==> src/rtl/core/egacc_pkg.sv <==
// Shared constants and types of the embedding gradient accumulator.
`timescale 1ns / 1ps
package egacc_pkg;

    // Opcodes of a request.
    localparam logic [1:0] OP_ACCUM = 2'd0;
    localparam logic [1:0] OP_READ  = 2'd1;
    localparam logic [1:0] OP_CLEAR = 2'd2;

    // Result status codes.
    localparam logic [1:0] ST_OK      = 2'd0;
    localparam logic [1:0] ST_ROW_ERR = 2'd1;
    localparam logic [1:0] ST_COL_ERR = 2'd2;

    // Configuration register indexes.
    localparam logic [1:0] CFG_PADDING_ROW = 2'd0;
    localparam logic [1:0] CFG_SCALE       = 2'd1;
    localparam logic [1:0] CFG_ROWS        = 2'd2;
    localparam logic [1:0] CFG_COLUMNS     = 2'd3;

    // Field and store widths fixed by the request format.
    localparam int SUM_W  = 48;
    localparam int GRAD_W = 32;
    localparam int CFG_W  = 9;

    typedef logic signed [SUM_W-1:0]  sum_t;
    typedef logic signed [GRAD_W-1:0] grad_t;

endpackage

==> src/rtl/core/egacc_div.sv <==
// Bit-serial restoring divider: 48-bit magnitude by an unsigned count.
`timescale 1ns / 1ps
module egacc_div #(
    parameter int COUNT_BITS = 17
) (
    input  logic                  clk,
    input  logic                  rst_n,
    input  logic                  start,
    input  logic [47:0]           dividend,
    input  logic [COUNT_BITS-1:0] divisor,
    output logic                  done,
    output logic [47:0]           quotient
);
    import egacc_pkg::*;

    logic [47:0]           quo_reg, quo_next;
    logic [COUNT_BITS-1:0] rem_reg, rem_next;
    logic [COUNT_BITS-1:0] dvs_reg, dvs_next;
    logic [5:0]            step_reg, step_next;
    logic                  busy_reg, busy_next;
    logic                  done_reg, done_next;
    logic [COUNT_BITS:0]   shifted;
    logic [COUNT_BITS:0]   diff;

    // One quotient bit per cycle.
    always_comb
    begin
        shifted   = {rem_reg, quo_reg[SUM_W-1]};
        diff      = shifted - {1'b0, dvs_reg};
        quo_next  = quo_reg;
        rem_next  = rem_reg;
        dvs_next  = dvs_reg;
        step_next = step_reg;
        busy_next = busy_reg;
        done_next = 1'b0;
        if (start)
        begin
            quo_next  = dividend;
            rem_next  = '0;
            dvs_next  = divisor;
            step_next = 6'd47;
            busy_next = 1'b1;
        end
        else if (busy_reg)
        begin
            if (diff[COUNT_BITS])
            begin
                rem_next = shifted[COUNT_BITS-1:0];
                quo_next = {quo_reg[SUM_W-2:0], 1'b0};
            end
            else
            begin
                rem_next = diff[COUNT_BITS-1:0];
                quo_next = {quo_reg[SUM_W-2:0], 1'b1};
            end
            step_next = step_reg - 6'd1;
            if (step_reg == 6'd0)
            begin
                busy_next = 1'b0;
                done_next = 1'b1;
            end
        end
    end

    // Control state.
    always_ff @(posedge clk or negedge rst_n)
    begin
        if (!rst_n)
        begin
            busy_reg <= 1'b0;
            done_reg <= 1'b0;
            step_reg <= '0;
        end
        else
        begin
            busy_reg <= busy_next;
            done_reg <= done_next;
            step_reg <= step_next;
        end
    end

    // Datapath.
    always_ff @(posedge clk)
    begin
        quo_reg <= quo_next;
        rem_reg <= rem_next;
        dvs_reg <= dvs_next;
    end

    assign done     = done_reg;
    assign quotient = quo_reg;
endmodule

==> config.mk <==
export PLATFORM = sky130hd
export DESIGN_NAME = egacc_div
export DESIGN_NICKNAME = d
export VERILOG_FILES = /design/src/rtl/core/egacc_pkg.sv /design/src/rtl/core/egacc_div.sv
export SDC_FILE = /design/constraint.sdc
export NUM_CORES = 1
export LEC_CHECK = 0
export ABC_AREA = 1
export ABC_CLOCK_PERIOD_IN_PS = 2700
export BUFFER_PORTS_ARGS = -buffer_cell sky130_fd_sc_hd__buf_2
export CAP_MARGIN = 15
export CORE_MARGIN = 3
export CORE_UTILIZATION = 32
export CTS_BUF_LIST = sky130_fd_sc_hd__clkbuf_2 sky130_fd_sc_hd__clkbuf_4 sky130_fd_sc_hd__clkbuf_8
export DETAILED_ROUTE_END_ITERATION = 10
export GPL_TIMING_DRIVEN = 0
export PLACE_DENSITY = 0.54
export SLEW_MARGIN = 40
export SYNTH_ARGS = -nofsm -noshare
export SYNTH_HDL_FRONTEND = slang
export SYNTH_SLANG_ARGS = --single-unit
==> constraint.sdc <==
create_clock -name clk -period 2.7 [get_ports clk]
set_input_delay 0 -clock clk [delete_from_list [all_inputs] [get_ports clk]]
set_output_delay 0 -clock clk [all_outputs]
set_load 0.05 [all_outputs]
==> impl_metrics.csv, run 1 <==
group,metric,value,unit
placed_design,gp_congestion,0.836,
worst_setup_path,worstSetupEndpointType,"flip-flop",
global_route,antenna_found_initial,0,
routing,first_iter_violations,231,
worst_setup_path,crit_required,2.97,ns
layout,fillers,1449,
layout,layout_commonest_cell,"nand2_1",
run_status,status,"finished clean",
min_path,hold_class,"in -> reg",
sta,setup_viol,0,
global_route,grt_pass1_wl,21500,um
floorplan,num_io_pins,117,
worst_setup_path,worst_r2r_endpoint,"rem_reg[10]",
logic_synthesis,ys_top_cells_by_area,"edfxtp_1, nand2_1, dfxtp_1",
logic_synthesis,syn-cell-area,0.00490,mm2
clock_tree,clk_latency,0.37,ns
worst_setup_path,worstSetupEndpoint,"rem_reg[10]",
logic_synthesis,synthCells,616,
logic_synthesis,ys_warn_count,0,
layout,syn_to_final_growth,34.5,%
sta,tightest_slew,0.515,ns
layout,diodes,0,
worst_setup_path,slowest_delay,0.42,ns
pwr,p_leak,3.42,nW
placed_design,placed_area,0.00573,mm2
logic_synthesis,post-synth-top-area-fraction,0.398,
layout,largest_register_ffs,48,
worst_setup_path,startpoint_type,"flip-flop",
floorplan,die_h,130,um
layout,fin_nets,899,
sta,slew_violations,0,
layout,final_cell_mix,"nand2_1, buf_2, inv_1, dlygate4sd3_1, edfxtp_1",
logic_synthesis,synth-edff-count,65,
clock_tree,htree_levels,3,
pwr,powerDensity,685,mW/mm2
routing,vias,4481,
logic_synthesis,syn_avg_cell_area,7.95,um2
routing,drc_errors,0,
routing,routed_wl,13000,um
logic_synthesis,ys_types,34,
logic_synthesis,ys_ff_latch,90,
sta,layout_min_cycle_time,2.36,ns
pwr,power,4.51,mW
worst_setup_path,path_cells,"inv_1 -> ha_1 -> fa_1 -> o21ai_0 -> nand2_1 -> o21bai_2 -> nand2_1 -> nand2_1 -> nand2_1 -> nand2_1 -> nand2_1 -> nand3_1 -> nand2_1",
routing,wire_per_inst,13.0,um
logic_synthesis,async_flop_share,0.0889,
logic_synthesis,ys_seq_area_frac,0.509,
clock_tree,cts_buffers,9,
layout,final_area,0.00659,mm2
sta,relSlewSlack,0.656,
worst_setup_path,ff2ff_path_depth,13,
sta,setup_tns,0,ns
layout,utilization,0.447,
sta,period_share,0.872,
floorplan,num_rows,44,
worst_setup_path,crit_arrival,2.63,ns
floorplan,die_area,0.0168,mm2
worst_setup_path,criticalPathCategory,"reg -> reg",
clock_tree,cts.sinks,90,
global_route,track_usage,0.161,
clock_tree,cts_setup_buffers,0,
placed_design,dp_hpwl,9690,um
worst_setup_path,cp_max_fo,3,
sta,hold_viol_final,0,
logic_synthesis,syn-num-nets,704,
worst_setup_path,crit_path_frequent_cell,"nand2_1",
worst_setup_path,cpMaxStageDelayCell,"fa_1",
logic_synthesis,yosys.area.top_type,"edfxtp_1",
routing,viasPerCell,4.48,
worst_setup_path,r2r_start,"quotient[47]",
sta,clock_skew,0.0117,ns
sta,rsz0062_at_grt,"false",
clock_tree,clk_pin_slew_worst_paths,0.09,ns
logic_synthesis,synth_flop_cell,"edfxtp_1",
worst_setup_path,critPathLaunch,"quotient[47]",
placed_design,port_buffers,116,
global_route,overflow,0,
global_route,grt_max_degree,45,
pwr,peakVddDrop,0.000331,V
sta,max_freq,425,MHz
routing,dr.pass1.iters,7,
flow_run,maxCapViolations,0,
sta,timing.final.ws_setup,0.344,ns
layout,drive_above_1_share,0.191,
placed_design,preCtsSetupSlack,0.205,ns
clock_tree,cts_tree,"yes",
clock_tree,root_buffer,"clkbuf_8",
floorplan,start_util,0.332,
clock_tree,cts_buffer_depth,2,
global_route,grt_pass1_vias,4416,
worst_setup_path,r2r_slack,0.34,ns
routing,ant_nets,0,
floorplan,design.core.area,0.0148,mm2
floorplan,die_x,130,um
[through the flow]
stage | hold slack [ns] | instances
floorplan | -0.296 | 616
global route | 0.110 | 1000
detailed placement | -0.148 | 917
CTS | 0.119 | 1000
global placement | -0.148 | 916
finish | 0.126 | 1000
[layer usage]
metal / vias to the layer above / global-route usage / share of wire
li1: 2325 / - / -
met4: 0 / 0.0532 / 0.011
met1: 2024 / 0.209 / 0.46
met3: 15 / 0.0479 / 0.059
met5: - / 0 / 0
met2: 117 / 0.258 / 0.47
[synth_stat cells (2+ instances only)]
| library cell | count |
|---|---|
| nand2_1 | 277 |
| inv_1 | 79 |
| edfxtp_1 | 65 |
| nand3_1 | 49 |
| nor2_1 | 21 |
| ha_1 | 19 |
| dfxtp_1 | 17 |
| a21oi_1 | 12 |
| clkbuf_1 | 11 |
| dfrtp_1 | 8 |
| o21ai_0 | 8 |
| nor3_1 | 5 |
| xnor2_1 | 5 |
| inv_2 | 4 |
| nand2_2 | 4 |
| nand2_4 | 3 |
| nand3b_1 | 3 |
| nand4_1 | 3 |
| xor2_1 | 3 |
| and2_1 | 2 |
| buf_2 | 2 |
| clkinv_1 | 2 |
| nor2_2 | 2 |
| o21bai_1 | 2 |
[how the worst min path moves through the flow]
stage / from / to / depth (start not counted)
after floorplan: rst_n / busy_reg / 0
after global placement: rst_n / done / 1
after detailed placement: rst_n / step_reg[4] / 1
after CTS: start / dvs_reg[6] / 1
after global routing: start / dvs_reg[6] / 1
final: start / dvs_reg[6] / 1
[cell type report]
type | count | area (um2) | area share
Buffer | 16 | 73.8 | 0.0112
Clock buffer | 10 | 138 | 0.0209
Clock inverter | 6 | 41.3 | 0.00627
Inverter | 85 | 322 | 0.0488
Multi-Input combinational cell | 425 | 2020 | 0.307
Sequential cell | 90 | 2490 | 0.378
Tap cell | 184 | 230 | 0.0349
Timing Repair Buffer | 184 | 1270 | 0.193
[logic make-up after synthesis]
kind of cell,synth area share
and+or+nand+nor,0.319
xor gates and xnor gates,0.0143
AOI/OAI and AO/OA,0.0250
DFF,0.509
buffers and inverters,0.0802
adders and majority gates,0.0526
[critical path, delay by kind of cell, from the launching register on]
| family | cells | cell delay [ns] |
|---|---|---|
| buf+inv | 1 | 0.06 |
| compound gates | 2 | 0.54 |
| flops | 1 | 0.34 |
| fa+ha+maj | 2 | 0.66 |
| simple gates | 8 | 0.67 |
[power by group]
group / switching, mW / total (mW) / internal, mW / leakage (nW)
Combinational: 1.19 / 1.85 / 0.663 / 2.41
Sequential: 0.129 / 1.80 / 1.67 / 0.920
Clock: 0.497 / 0.857 / 0.360 / 0.0863
Total: 1.82 / 4.51 / 2.70 / 3.42
[what timing repair did]
action / in CTS / in global routing
hold endpoints to repair: 73 / 0
setup endpoints to repair: 0 / 2
hold buffers: 67 / 0
resized for setup: 0 / 1
No activity file was read; power rests on OpenSTA's default activity.
==> run 2, diff against run 1 <==
--- a/config.mk
+++ b/config.mk
@@ -5,16 +5,15 @@
 export SDC_FILE = /design/constraint.sdc
 export NUM_CORES = 1
 export LEC_CHECK = 0
-export ABC_AREA = 1
 export ABC_CLOCK_PERIOD_IN_PS = 2700
 export BUFFER_PORTS_ARGS = -buffer_cell sky130_fd_sc_hd__buf_2
-export CAP_MARGIN = 15
+export CAP_MARGIN = 0
 export CORE_MARGIN = 3
 export CORE_UTILIZATION = 32
 export CTS_BUF_LIST = sky130_fd_sc_hd__clkbuf_2 sky130_fd_sc_hd__clkbuf_4 sky130_fd_sc_hd__clkbuf_8
 export DETAILED_ROUTE_END_ITERATION = 10
 export GPL_TIMING_DRIVEN = 0
-export PLACE_DENSITY = 0.54
+export PLACE_DENSITY = 0.55
 export SLEW_MARGIN = 40
 export SYNTH_ARGS = -nofsm -noshare
 export SYNTH_HDL_FRONTEND = slang
==> impl_metrics.csv, run 2 <==
group,metric,value,unit
floorplan,num_io_pins,117,
placed_design,port_buffers,116,
layout,largest_register_ffs,48,
clock_tree,clk_pin_slew_worst_paths,0.09,ns
layout,syn_to_final_growth,39.9,%
sta,relSlewSlack,0.591,
global_route,overflow,0,
worst_setup_path,criticalPathCategory,"reg -> reg",
logic_synthesis,ys_seq_area_frac,0.559,
logic_synthesis,post-synth-top-area-fraction,0.438,
sta,period_share,0.945,
logic_synthesis,ys_ff_latch,90,
sta,tightest_slew,0.611,ns
logic_synthesis,synth_flop_cell,"edfxtp_1",
routing,drc_errors,0,
sta,rsz0062_at_grt,"false",
logic_synthesis,ys_types,39,
sta,setup_tns,0,ns
sta,hold_viol_final,0,
clock_tree,cts_buffer_depth,2,
global_route,grt_pass1_wl,18400,um
clock_tree,cts_buffers,9,
placed_design,gp_congestion,0.786,
run_status,status,"finished clean",
worst_setup_path,path_cells,"inv_1 -> ha_1 -> fa_1 -> nor2b_1 -> o31a_1 -> a211oi_1 -> nor3_2 -> a31oi_1 -> xnor2_1 -> mux2i_1 -> o21ai_0",
pwr,seqPwrFrac,0.377,
routing,ant_nets,0,
sta,layout_min_cycle_time,2.55,ns
global_route,track_usage,0.155,
pwr,switching_share,0.375,
routing,dr.pass1.iters,4,
floorplan,num_rows,42,
logic_synthesis,ys_warn_count,0,
worst_setup_path,cp_max_fo,4,
clock_tree,clk_latency,0.36,ns
global_route,grt_pass1_vias,3804,
routing,first_iter_violations,142,
pwr,peakVddDrop,0.000382,V
clock_tree,cts.sinks,90,
logic_synthesis,syn_avg_cell_area,12.6,um2
floorplan,design.core.area,0.0135,mm2
worst_setup_path,cpMaxStageDelayCell,"fa_1",
worst_setup_path,ff2ff_path_depth,11,
worst_setup_path,crit_arrival,2.81,ns
logic_synthesis,syn-num-nets,441,
flow_run,maxCapViolations,0,
min_path,holdPathStages,1,
sta,slew_violations,0,
routing,wire_per_inst,15.6,um
floorplan,start_util,0.332,
global_route,grt_max_degree,26,
pwr,powerDensity,810,mW/mm2
placed_design,preCtsSetupSlack,-0.00696,ns
pwr,p_leak,2.68,nW
floorplan,die_x,124,um
logic_synthesis,synth_most_common_cell,"edfxtp_1",
pwr,intPower,3.16,mW
clock_tree,cts_tree,"yes",
sta,max_freq,392,MHz
logic_synthesis,ys_top_cells_by_area,"edfxtp_1, mux2_2, dfxtp_1",
placed_design,dp_cells,646,
worst_setup_path,worstSetupEndpointType,"flip-flop",
routing,viasPerCell,4.68,
layout,drive_above_1_share,0.360,
worst_setup_path,crit_required,2.96,ns
logic_synthesis,yosys.area.top_type,"edfxtp_1",
pwr,power_frac_comb,0.431,
floorplan,die_h,124,um
routing,vias,3412,
pwr,power_switching,1.90,mW
logic_synthesis,synthCells,353,
sta,setup_viol,0,
sta,clock_skew,0.0112,ns
pwr,pwr-share-clk,0.192,
placed_design,dp_hpwl,7780,um
global_route,antenna_found_initial,0,
sta,timing.final.ws_setup,0.147,ns
layout,final_cell_mix,"buf_2, dlygate4sd3_1, edfxtp_1, mux2_2, inv_1",
layout,fin_nets,636,
logic_synthesis,synth_commonest_cells,"edfxtp_1, mux2_2, inv_1",
layout,layout_commonest_cell,"buf_2",
routing,routed_wl,11400,um
min_path,hold_class,"in -> reg",
clock_tree,htree_levels,3,
floorplan,die_area,0.0154,mm2
logic_synthesis,syn-cell-area,0.00446,mm2
layout,final-instance-count-excl-fill,729,
pwr,power,5.06,mW
logic_synthesis,async_flop_share,0.0889,
worst_setup_path,startpoint_type,"flip-flop",
logic_synthesis,synth-edff-count,65,
clock_tree,root_buffer,"clkbuf_8",
worst_setup_path,slowest_delay,0.42,ns
layout,diodes,0,
-- run 2: final cells by class --
type	count	area, um2
Timing Repair Buffer	184	1270
Multi-Input combinational cell	226	1900
Inverter	24	92.6
Clock buffer	11	139
Sequential cell	90	2490
Clock inverter	5	62.6
Buffer	13	60.1
Tap cell	176	220
Fill cell	1258	7210
-- run 2: what timing repair did --
item / in CTS / in global routing
resized for setup: 2 / 14
setup buffers: 0 / 0
hold buffers: 67 / 0
hold endpoints to repair: 73 / 0
gates cloned: 0 / 0
setup endpoints to repair: 1 / 16
-- run 2: layer usage --
| layer | vias up | GRT usage | wire [um] |
|---|---|---|---|
| met4 | 0 | 0.0397 | 127 |
| li1 | 1683 | - | - |
| met5 | - | 0 | 0 |
| met2 | 118 | 0.265 | 5510 |
| met3 | 11 | 0.0599 | 820 |
| met1 | 1600 | 0.182 | 4910 |
-- run 2: logic make-up after synthesis --
kind of cell    share of synthesized area
fa+ha+maj                          0.0578
simple gates                       0.0670
compound gates                     0.0892
xor+xnor                           0.0393
mux                                 0.155
flops                               0.559
buf+inv                            0.0328
-- run 2: power by group through the flow --
| stage | combinational [mW] | sequential [mW] | clock (mW) |
|---|---|---|---|
| 4_1_cts | 2.08 | 1.90 | 1.00 |
| 5_1_grt | 2.39 | 1.94 | 1.06 |
| 2_1_floorplan | 1.24 | 2.20 | 0 |
| 6_report | 2.18 | 1.91 | 0.969 |
| 3_3_place_gp | 1.95 | 1.92 | 0 |
| 3_5_place_dp | 1.98 | 1.92 | 0 |
-- run 2: worst paths after layout --
kind / start / end / slack (ns)
worst max-delay path: quotient[47] / rem_reg[16] / 0.15
worst min-delay path: start / dvs_reg[2] / 0.13
worst max register to register: quotient[47] / rem_reg[16] / 0.15
worst min register to register: rem_reg[16] / rem_reg[16] / 0.49
max in group asynchronous: rst_n / step_reg[5] / 1.80
min in group asynchronous: rst_n / busy_reg / 0.62
-- run 2: through the flow --
stage	hold WS, ns	instance area (um2)	util
after floorplan	-0.296	4460	-
after global placement	-0.141	5260	0.391
after detailed placement	-0.137	5280	0.393
after CTS	0.122	6170	0.458
after global routing	0.120	6240	0.464
final	0.129	6240	0.464
-- run 2: worst max-delay path, delay by kind of cell (launching register included) --
family	cells	cell delay [ns]
AND/OR/NAND/NOR	2	0.48
flip-flops	1	0.41
adder cells (fa/ha/maj)	2	0.64
buffers and inverters	1	0.06
XOR/XNOR	1	0.14
AO/OA/AOI/OAI	4	0.60
multiplexers	1	0.12
